### src/hdl/lsmr_pkg.sv
// Shared types, codes and helper functions for the limit switch motor ramp controller.
`timescale 1ns / 1ps

package lsmr_pkg;

    localparam int DUTY_BITS    = 11;
    localparam int ELAPSED_BITS = 12;
    localparam int HOLD_BITS    = 10;
    localparam int STEP_BITS    = 8;
    localparam int KIND_BITS    = 2;
    localparam int ADDR_BITS    = 5;
    localparam int DATA_BITS    = 32;

    localparam logic [ELAPSED_BITS-1:0] ELAPSED_MAX = '1;

    localparam logic [HOLD_BITS-1:0]    HOLD_RESET    = HOLD_BITS'(0);
    localparam logic [ELAPSED_BITS-1:0] RAMP_RESET    = ELAPSED_BITS'(100);
    localparam logic [ELAPSED_BITS-1:0] TIMEOUT_RESET = ELAPSED_BITS'(1200);
    localparam logic [DUTY_BITS-1:0]    START_RESET   = DUTY_BITS'(1024);
    localparam logic [DUTY_BITS-1:0]    FLOOR_RESET   = DUTY_BITS'(512);
    localparam logic [STEP_BITS-1:0]    STEP_RESET    = STEP_BITS'(3);

    localparam logic [2:0] REG_HOLD    = 3'd0;
    localparam logic [2:0] REG_RAMP    = 3'd1;
    localparam logic [2:0] REG_TIMEOUT = 3'd2;
    localparam logic [2:0] REG_START   = 3'd3;
    localparam logic [2:0] REG_FLOOR   = 3'd4;
    localparam logic [2:0] REG_STEP    = 3'd5;

    localparam logic [KIND_BITS-1:0] KIND_TICK    = 2'd0;
    localparam logic [KIND_BITS-1:0] KIND_RAISE   = 2'd1;
    localparam logic [KIND_BITS-1:0] KIND_LOWER   = 2'd2;
    localparam logic [KIND_BITS-1:0] KIND_RECOVER = 2'd3;

    typedef enum logic [3:0] {
        MODE_IDLE    = 4'b0001,
        MODE_RAISE   = 4'b0010,
        MODE_LOWER   = 4'b0100,
        MODE_RECOVER = 4'b1000
    } mode_t;

    typedef enum logic [1:0] {
        POS_BOTTOM  = 2'd0,
        POS_TOP     = 2'd1,
        POS_MOVING  = 2'd2,
        POS_INVALID = 2'd3
    } pos_t;

    typedef enum logic [2:0] {
        EV_NONE          = 3'd0,
        EV_RAISED        = 3'd1,
        EV_LOWERED       = 3'd2,
        EV_RAISE_TIMEOUT = 3'd3,
        EV_LOWER_TIMEOUT = 3'd4,
        EV_REFUSED       = 3'd5,
        EV_ABORTED       = 3'd6
    } ev_t;

    typedef struct packed {
        logic [HOLD_BITS-1:0]    hold_ticks;
        logic [ELAPSED_BITS-1:0] ramp_start_ticks;
        logic [ELAPSED_BITS-1:0] timeout_ticks;
        logic [DUTY_BITS-1:0]    start_duty;
        logic [DUTY_BITS-1:0]    floor_duty;
        logic [STEP_BITS-1:0]    duty_step;
    } cfg_t;

    typedef struct packed {
        logic [KIND_BITS-1:0] kind;
        logic                 upper_switch;
        logic                 lower_switch;
        logic                 vehicle_present;
    } item_t;

    typedef struct packed {
        mode_t                   mode;
        logic [ELAPSED_BITS-1:0] elapsed_ticks;
        logic [DUTY_BITS-1:0]    raise_level;
        logic [DUTY_BITS-1:0]    lower_level;
        logic                    sensor_off;
    } state_t;

    typedef struct packed {
        logic [DUTY_BITS-1:0] raise_duty;
        logic [DUTY_BITS-1:0] lower_duty;
        pos_t                 position;
        ev_t                  event_res;
        logic                 sensor_disable;
    } result_t;

    function automatic logic [DUTY_BITS-1:0] ramp_level(
        input logic [DUTY_BITS-1:0] level,
        input logic [DUTY_BITS-1:0] floor_duty,
        input logic [STEP_BITS-1:0] duty_step
    );
        logic [DUTY_BITS-1:0] step_ext;
        logic [DUTY_BITS-1:0] result;
        step_ext = DUTY_BITS'(duty_step);
        result   = level;
        if (level > floor_duty)
        begin
            result = (level > step_ext) ? level - step_ext : '0;
        end
        return result;
    endfunction

endpackage

### src/hdl/lsmr_regs.sv
// Configuration register bank with its APB-style access port.
`timescale 1ns / 1ps

module lsmr_regs (
    input  logic                           clk,
    input  logic                           rst_n,
    input  logic                           psel,
    input  logic                           penable,
    input  logic                           pwrite,
    input  logic [lsmr_pkg::ADDR_BITS-1:0] paddr,
    input  logic [lsmr_pkg::DATA_BITS-1:0] pwdata,
    output logic [lsmr_pkg::DATA_BITS-1:0] prdata,
    output logic                           pready,
    output lsmr_pkg::cfg_t                 cfg
);
    import lsmr_pkg::*;

    cfg_t       cfg_reg;
    logic       wr_en;
    logic [2:0] reg_index;

    assign pready    = 1'b1;
    assign reg_index = paddr[4:2];
    assign wr_en     = psel && penable && pwrite && pready;
    assign cfg       = cfg_reg;

    always_ff @(posedge clk or negedge rst_n)
    begin
        if (!rst_n)
        begin
            cfg_reg.hold_ticks       <= HOLD_RESET;
            cfg_reg.ramp_start_ticks <= RAMP_RESET;
            cfg_reg.timeout_ticks    <= TIMEOUT_RESET;
            cfg_reg.start_duty       <= START_RESET;
            cfg_reg.floor_duty       <= FLOOR_RESET;
            cfg_reg.duty_step        <= STEP_RESET;
        end
        else if (wr_en)
        begin
            unique case (reg_index)
                REG_HOLD:    cfg_reg.hold_ticks       <= pwdata[HOLD_BITS-1:0];
                REG_RAMP:    cfg_reg.ramp_start_ticks <= pwdata[ELAPSED_BITS-1:0];
                REG_TIMEOUT: cfg_reg.timeout_ticks    <= pwdata[ELAPSED_BITS-1:0];
                REG_START:   cfg_reg.start_duty       <= pwdata[DUTY_BITS-1:0];
                REG_FLOOR:   cfg_reg.floor_duty       <= pwdata[DUTY_BITS-1:0];
                REG_STEP:    cfg_reg.duty_step        <= pwdata[STEP_BITS-1:0];
                default:     ;
            endcase
        end
    end

    always_comb
    begin
        unique case (reg_index)
            REG_HOLD:    prdata = DATA_BITS'(cfg_reg.hold_ticks);
            REG_RAMP:    prdata = DATA_BITS'(cfg_reg.ramp_start_ticks);
            REG_TIMEOUT: prdata = DATA_BITS'(cfg_reg.timeout_ticks);
            REG_START:   prdata = DATA_BITS'(cfg_reg.start_duty);
            REG_FLOOR:   prdata = DATA_BITS'(cfg_reg.floor_duty);
            REG_STEP:    prdata = DATA_BITS'(cfg_reg.duty_step);
            default:     prdata = '0;
        endcase
    end

endmodule

### src/hdl/lsmr_step.sv
// Next-state and result logic for one request against the drive state.
`timescale 1ns / 1ps

module lsmr_step (
    input  lsmr_pkg::cfg_t    cfg,
    input  lsmr_pkg::item_t   item,
    input  lsmr_pkg::state_t  st,
    output lsmr_pkg::state_t  nxt,
    output lsmr_pkg::result_t res
);
    import lsmr_pkg::*;

    pos_t                    pos;
    ev_t                     ev;
    logic [ELAPSED_BITS-1:0] elapsed_inc;
    logic                    rising;
    logic [DUTY_BITS-1:0]    level;

    function automatic state_t begin_lower(input state_t s, input logic [DUTY_BITS-1:0] duty);
        state_t r;
        r               = s;
        r.raise_level   = '0;
        r.lower_level   = duty;
        r.elapsed_ticks = '0;
        r.sensor_off    = 1'b0;
        r.mode          = MODE_LOWER;
        return r;
    endfunction

    function automatic state_t stop_all(input state_t s);
        state_t r;
        r             = s;
        r.raise_level = '0;
        r.lower_level = '0;
        r.mode        = MODE_IDLE;
        return r;
    endfunction

    always_comb
    begin
        if (!item.upper_switch)
        begin
            pos = item.lower_switch ? POS_MOVING : POS_TOP;
        end
        else
        begin
            pos = item.lower_switch ? POS_BOTTOM : POS_INVALID;
        end
    end

    assign elapsed_inc = (st.elapsed_ticks != ELAPSED_MAX) ? st.elapsed_ticks + 1'b1
                                                           : st.elapsed_ticks;
    assign rising      = (st.mode == MODE_RAISE);
    assign level       = rising ? st.raise_level : st.lower_level;

    always_comb
    begin
        nxt = st;
        ev  = EV_NONE;
        unique case (st.mode) inside
            MODE_IDLE:
            begin
                if (item.kind == KIND_RAISE)
                begin
                    if (item.vehicle_present)
                    begin
                        ev = EV_REFUSED;
                    end
                    else if (pos != POS_TOP)
                    begin
                        nxt.lower_level   = '0;
                        nxt.raise_level   = cfg.start_duty;
                        nxt.elapsed_ticks = '0;
                        nxt.mode          = MODE_RAISE;
                    end
                end
                else if (item.kind == KIND_LOWER)
                begin
                    if (pos != POS_BOTTOM)
                    begin
                        nxt = begin_lower(st, cfg.start_duty);
                    end
                end
                else if (item.kind == KIND_RECOVER)
                begin
                    if (pos == POS_INVALID)
                    begin
                        nxt.raise_level = '0;
                        nxt.lower_level = cfg.start_duty;
                        nxt.mode        = MODE_RECOVER;
                    end
                end
            end
            MODE_RAISE, MODE_LOWER:
            begin
                if (item.kind == KIND_TICK)
                begin
                    nxt.elapsed_ticks = elapsed_inc;
                    if (elapsed_inc > ELAPSED_BITS'(cfg.hold_ticks))
                    begin
                        if (pos != POS_MOVING || level == '0)
                        begin
                            nxt = stop_all(nxt);
                            if (rising && pos == POS_TOP)
                            begin
                                ev             = EV_RAISED;
                                nxt.sensor_off = 1'b1;
                            end
                            else if (!rising && pos == POS_BOTTOM)
                            begin
                                ev = EV_LOWERED;
                            end
                        end
                        else if (rising && item.vehicle_present)
                        begin
                            ev  = EV_ABORTED;
                            nxt = begin_lower(nxt, cfg.start_duty);
                        end
                        else
                        begin
                            if (elapsed_inc >= cfg.ramp_start_ticks)
                            begin
                                if (rising)
                                begin
                                    nxt.raise_level = ramp_level(st.raise_level,
                                                                 cfg.floor_duty, cfg.duty_step);
                                end
                                else
                                begin
                                    nxt.lower_level = ramp_level(st.lower_level,
                                                                 cfg.floor_duty, cfg.duty_step);
                                end
                            end
                            if (elapsed_inc >= cfg.timeout_ticks)
                            begin
                                if (rising)
                                begin
                                    ev  = EV_RAISE_TIMEOUT;
                                    nxt = begin_lower(nxt, cfg.start_duty);
                                end
                                else
                                begin
                                    ev  = EV_LOWER_TIMEOUT;
                                    nxt = stop_all(nxt);
                                end
                            end
                        end
                    end
                end
            end
            MODE_RECOVER:
            begin
                if (item.kind == KIND_TICK)
                begin
                    if (pos != POS_INVALID || st.lower_level == '0)
                    begin
                        nxt = stop_all(st);
                    end
                    else
                    begin
                        nxt.lower_level = ramp_level(st.lower_level, cfg.floor_duty,
                                                     cfg.duty_step);
                    end
                end
            end
            default: ;
        endcase
    end

    always_comb
    begin
        res.raise_duty     = nxt.raise_level;
        res.lower_duty     = nxt.lower_level;
        res.position       = pos;
        res.event_res      = ev;
        res.sensor_disable = nxt.sensor_off;
    end

endmodule

### src/hdl/limit_switch_motor_ramp_controller_top.sv
// Top level of the limit switch motor ramp controller: request pipeline and drive state.
//
//  Channel   Direction  Handshake            Payload
//  input     in         in_valid/in_ready    kind, upper_switch, lower_switch, vehicle_present
//  result    out        out_valid/out_ready  raise_duty, lower_duty, position, event_res,
//                                            sensor_disable
//  config    in         psel/penable/pready  paddr, pwdata, prdata
//
// One request is accepted per cycle while the output is not stalled; it waits in the input
// register while the single step pass updates the drive state, and its result is loaded
// into the output register when the request advances. That rate is set by the step pass.
// Reset returns the drive to idle with all levels and the sensor-off flag cleared.
// A stalled result holds the output register; the input register still takes one request
// and the pipeline stops only when both registers are full.
`timescale 1ns / 1ps

module limit_switch_motor_ramp_controller_top (
    input  logic                           clk,
    input  logic                           rst_n,
    input  logic                           in_valid,
    output logic                           in_ready,
    input  logic [lsmr_pkg::KIND_BITS-1:0] kind,
    input  logic                           upper_switch,
    input  logic                           lower_switch,
    input  logic                           vehicle_present,
    output logic                           out_valid,
    input  logic                           out_ready,
    output logic [lsmr_pkg::DUTY_BITS-1:0] raise_duty,
    output logic [lsmr_pkg::DUTY_BITS-1:0] lower_duty,
    output logic [1:0]                     position,
    output logic [2:0]                     event_res,
    output logic                           sensor_disable,
    input  logic                           psel,
    input  logic                           penable,
    input  logic                           pwrite,
    input  logic [lsmr_pkg::ADDR_BITS-1:0] paddr,
    input  logic [lsmr_pkg::DATA_BITS-1:0] pwdata,
    output logic [lsmr_pkg::DATA_BITS-1:0] prdata,
    output logic                           pready
);
    import lsmr_pkg::*;

    cfg_t    cfg;
    item_t   item_reg;
    logic    in_valid_reg;
    state_t  state_reg;
    state_t  state_next;
    result_t result_reg;
    result_t result_next;
    logic    out_valid_reg;
    logic    advance;

    lsmr_regs u_regs (
        .clk     (clk),
        .rst_n   (rst_n),
        .psel    (psel),
        .penable (penable),
        .pwrite  (pwrite),
        .paddr   (paddr),
        .pwdata  (pwdata),
        .prdata  (prdata),
        .pready  (pready),
        .cfg     (cfg)
    );

    lsmr_step u_step (
        .cfg  (cfg),
        .item (item_reg),
        .st   (state_reg),
        .nxt  (state_next),
        .res  (result_next)
    );

    assign advance  = in_valid_reg && (!out_valid_reg || out_ready);
    assign in_ready = !in_valid_reg || advance;

    always_ff @(posedge clk or negedge rst_n)
    begin
        if (!rst_n)
        begin
            in_valid_reg  <= 1'b0;
            out_valid_reg <= 1'b0;
            state_reg     <= '{mode: MODE_IDLE, elapsed_ticks: '0, raise_level: '0,
                               lower_level: '0, sensor_off: 1'b0};
        end
        else
        begin
            if (in_valid && in_ready)
            begin
                in_valid_reg <= 1'b1;
            end
            else if (advance)
            begin
                in_valid_reg <= 1'b0;
            end
            if (advance)
            begin
                out_valid_reg <= 1'b1;
                state_reg     <= state_next;
            end
            else if (out_ready)
            begin
                out_valid_reg <= 1'b0;
            end
        end
    end

    always_ff @(posedge clk)
    begin
        if (in_valid && in_ready)
        begin
            item_reg <= '{kind: kind, upper_switch: upper_switch, lower_switch: lower_switch,
                          vehicle_present: vehicle_present};
        end
        if (advance)
        begin
            result_reg <= result_next;
        end
    end

    assign out_valid      = out_valid_reg;
    assign raise_duty     = result_reg.raise_duty;
    assign lower_duty     = result_reg.lower_duty;
    assign position       = result_reg.position;
    assign event_res      = result_reg.event_res;
    assign sensor_disable = result_reg.sensor_disable;

`ifndef SYNTHESIS
    a_idle_levels_zero: assert property (@(posedge clk) disable iff (!rst_n)
        state_reg.mode == MODE_IDLE |-> state_reg.raise_level == '0 && state_reg.lower_level == '0)
        else $error("idle drive holds a nonzero level");

    a_one_channel: assert property (@(posedge clk) disable iff (!rst_n)
        state_reg.mode != MODE_RAISE |-> state_reg.raise_level == '0)
        else $error("raising channel driven outside a raise");

    a_state_holds: assert property (@(posedge clk) disable iff (!rst_n)
        !advance |=> $stable(state_reg))
        else $error("drive state changed without a request being processed");

    a_request_kept: assert property (@(posedge clk) disable iff (!rst_n)
        in_valid_reg && !advance |=> in_valid_reg && $stable(item_reg))
        else $error("pending request lost while the output stalled");

    a_raised_disables: assert property (@(posedge clk) disable iff (!rst_n)
        out_valid_reg && result_reg.event_res == EV_RAISED |-> result_reg.sensor_disable)
        else $error("completed raise did not disable the ground sensor");
`endif

endmodule

### config.mk
export PLATFORM = sky130hd
export DESIGN_NAME = limit_switch_motor_ramp_controller_top
export DESIGN_NICKNAME = d
export VERILOG_FILES = /design/src/hdl/lsmr_pkg.sv /design/src/hdl/lsmr_regs.sv /design/src/hdl/lsmr_step.sv /design/src/hdl/limit_switch_motor_ramp_controller_top.sv
export SDC_FILE = /design/constraint.sdc
export NUM_CORES = 1
export LEC_CHECK = 0
export BUFFER_PORTS_ARGS = -buffer_cell sky130_fd_sc_hd__buf_2
export CAP_MARGIN = 15
export CORE_MARGIN = 1.5
export CORE_UTILIZATION = 50
export DETAILED_ROUTE_END_ITERATION = 10
export PLACE_DENSITY = 0.71
export SLEW_MARGIN = 20
export SYNTH_ARGS = -nofsm -noshare
export SYNTH_HDL_FRONTEND = slang
export SYNTH_SLANG_ARGS = --single-unit
### constraint.sdc
create_clock -name clk -period 3.9 [get_ports clk]
set_input_delay 0 -clock clk [delete_from_list [all_inputs] [get_ports clk]]
set_output_delay 0 -clock clk [all_outputs]
set_load 0.05 [all_outputs]
==> flow_metrics.py <==
metrics = {
    "synth": {
        "yosys.area.top_type_share": 0.233,
        "netlist_top_cells_area": "dfrtp_1, ha_1, edfxtp_1",
        "yosys.area_share.simple": 0.166,
        "synth_area_per_cell_um2": 9.09,
        "synth_top_cell_by_area": "dfrtp_1",
        "yosysWarningCount": 0,
        "synth_top_family_by_area": "compound AO/OA/AOI/OAI gates",
        "synth-compound-area-share": 0.228,
        "synthArstFlopShare": 0.761,
        "syn_area_mm2": 0.00999,
        "synth_ff_type": "dfrtp_1",
        "synthAdderAreaFrac": 0.105,
        "seq_area_frac_synth": 0.364,
        "synth_mux_area_frac": 0.0502,
        "ys_ff_latch": 138,
        "synth-edff-count": 33,
        "synth_cell_type_count": 92,
        "yosys.area_share.xor_xnor": 0.0158,
        "synthCells": 1099,
    },
    "place": {
        "gp_congestion": 1.02,
        "port_buffers": 68,
        "hpwl_um": 22800,
    },
    "cts": {
        "cts-root-buf": "clkbuf_16",
        "numCtsBuffers": 17,
        "htree_num_levels": 4,
        "cts_buffer_depth": 2,
        "clock_sinks": 138,
        "cts_tree": "done",
        "worstSkewPairLatency_ps": 440,
        "clkSlewWorstSetupHoldPaths_ps": 70,
    },
    "final_layout": {
        "final_common_cell": "nand2_1",
        "mostFrequentLayoutCells": "nand2_1, dfrtp_1, o21ai_0, inv_1, ha_1",
        "nets": 1371,
        "final_util": 0.619,
        "largest_register_ffs": 64,
        "drive_above_1_share": 0.244,
        "areaGrowthSynthToFinish_pct": 21.1,
    },
    "setup_path": {
        "r2r-end": "raise_duty[10]$_DFFE_PP_",
        "cp.arrival_ps": 3990,
        "critical_path_class": "reg2reg",
        "start_kind": "register",
        "critPathMaxFanout": 7,
        "r2r_slack_ps": 100,
        "r2r_cells": 17,
        "reg2reg_from": "state_reg[23]$_DFFE_PN0P_",
        "startpoint": "state_reg[23]$_DFFE_PN0P_",
        "critPathRequiredTime_ps": 4090,
        "endpoint": "raise_duty[10]$_DFFE_PP_",
        "crit_path_end_kind": "register",
    },
    "power": {
        "p_leak_nw": 5.46,
        "power.total_mw": 4.88,
        "power.density_mw_per_mm2": 403,
        "irDropWorstVdd_mv": 0.265,
    },
    "detailed_routing": {
        "vias": 9192,
        "drt_first_pass_iters": 7,
        "via_per_inst": 6.06,
        "routed_wl_um": 31100,
        "wire_per_inst_um": 20.5,
        "drt_iter0_markers": 887,
        "post-route-drc-count": 0,
        "drtAntennaViolNets": 0,
    },
    "timing": {
        "slew_headroom": 0.383,
        "holdWs_ps": -4.84,
        "min_period_ps": 3800,
        "hold_viol": 6,
        "setup_viol": 0,
        "fin_worst_skew_ps": 11.6,
        "worstMarginPinSlew_ps": 922,
        "fmax_mhz": 263,
        "grt_setup_unrepaired": "yes",
        "finalSetupTns_ps": 0,
        "slew_violations": 0,
        "fin_crit_sh": 0.973,
    },
    "floorplanning": {
        "ioPinCount": 112,
        "die_area_mm2": 0.0208,
        "initial_utilization": 0.512,
        "die_x_um": 144,
        "core-area_mm2": 0.0195,
        "fp.dieH_um": 144,
        "fp-row-count": 51,
    },
    "grt": {
        "grt_max_degree": 50,
        "grt.total_usage": 0.304,
        "grt_overflow": 0,
        "grt_pass1_wl_um": 47200,
        "antenna_found_initial": 0,
        "grt_pass1_vias": 8518,
    },
    "status": {
        "outcome": "finished with violations",
        "violations": "hold timing",
    },
    "flow_run": {
        "drv_cap": 0,
    },
    "worst_hold_path": {
        "hold_class": "in2async",
    },
}
## how the worst min path moves through the flow
stage,start,to,depth (start not counted)
after floorplan,rst_n,in_valid_reg$_DFFE_PN0P_,0
after global placement,rst_n,u_regs.cfg[8]$_DFFE_PN0P_,1
after detailed placement,rst_n,u_regs.cfg[19]$_DFFE_PN0P_,1
after CTS,rst_n,u_regs.cfg[13]$_DFFE_PN0P_,2
after global routing,rst_n,u_regs.cfg[8]$_DFFE_PN0P_,2
final,rst_n,u_regs.cfg[8]$_DFFE_PN0P_,2
## synth_stat cells, types with 23 or more instances
| cell type | n |
|---|---|
| mux2_2 | 28 |
| a21o_1 | 23 |
| a21oi_1 | 61 |
| buf_4 | 24 |
| edfxtp_1 | 33 |
| clkbuf_1 | 27 |
| dfrtp_1 | 93 |
| ha_1 | 81 |
| o21ai_0 | 90 |
| nor2_1 | 74 |
| nand2_1 | 110 |
| inv_1 | 86 |
## logic make-up (layout without fill, tap and decap cells)
family                     count (synthesis)  count (layout)
muxes                                     44              44
and+or+nand+nor                          326             326
xor gates and xnor gates                  18              18
DFF                                      138             138
buffers and inverters                    151             285
adders and majority gates                 83              83
other                                      2              22
AOI/OAI and AO/OA                        337             337
## power breakdown
group          total [mW]  switching, mW  leakage, nW  internal, mW
sequential           1.90          0.217         1.59          1.68
clock                1.58          0.739        0.273         0.840
combinational        1.40          0.904         3.60         0.495
total                4.88           1.86         5.46          3.02
## area by class of cell
type,count,area [um2]
multi-input cells,829,6080
clock inverters,15,129
diodes,1,2.50
clock buffers,17,425
flip-flops and latches,138,3630
inverters,86,323
well taps,265,332
repair buffers,167,1160
fillers,1646,7430
## timing repair
item | 4_1_cts | 5_1_grt
cloned | 0 | 1
hold buffers | 21 | 0
endpoints found under the setup margin | 26 | 51
gates resized for setup | 7 | 60
setup buffers | 0 | 7
pin swaps | 0 | 16
endpoints found under the hold margin | 167 | 0
## metrics by stage
stage	setup slack, ps	instance area [um2]	std cells
6_report	104	12100	1518
3_3_place_gp	-127	10900	1456
5_1_grt	-45.4	12100	1517
3_5_place_dp	-153	10900	1456
2_1_floorplan	23.1	10100	1118
4_1_cts	13.6	11700	1509
## critical path, stage by stage (launching register included)
cell	delay, ps
dfrtp_1	360
ha_2	200
nand3_2	90
nor2_2	110
nand4_1	170
buf_6	190
xnor2_1	140
ha_1	270
nand2b_1	130
a2111oi_2	80
buf_4	140
o311a_4	410
nor4_4	360
buf_4	200
nand2_4	90
nor4_2	290
o2111ai_1	180
o21a_1	130
## metal layers
metal	track usage	share of wire	vias up
met4	0.146	0.043	0
li1	-	-	4281
met3	0.0629	0.073	72
met2	0.459	0.45	407
met5	0	0	-
met1	0.416	0.44	4432
Note: power is estimated with default switching activity, not from simulation.
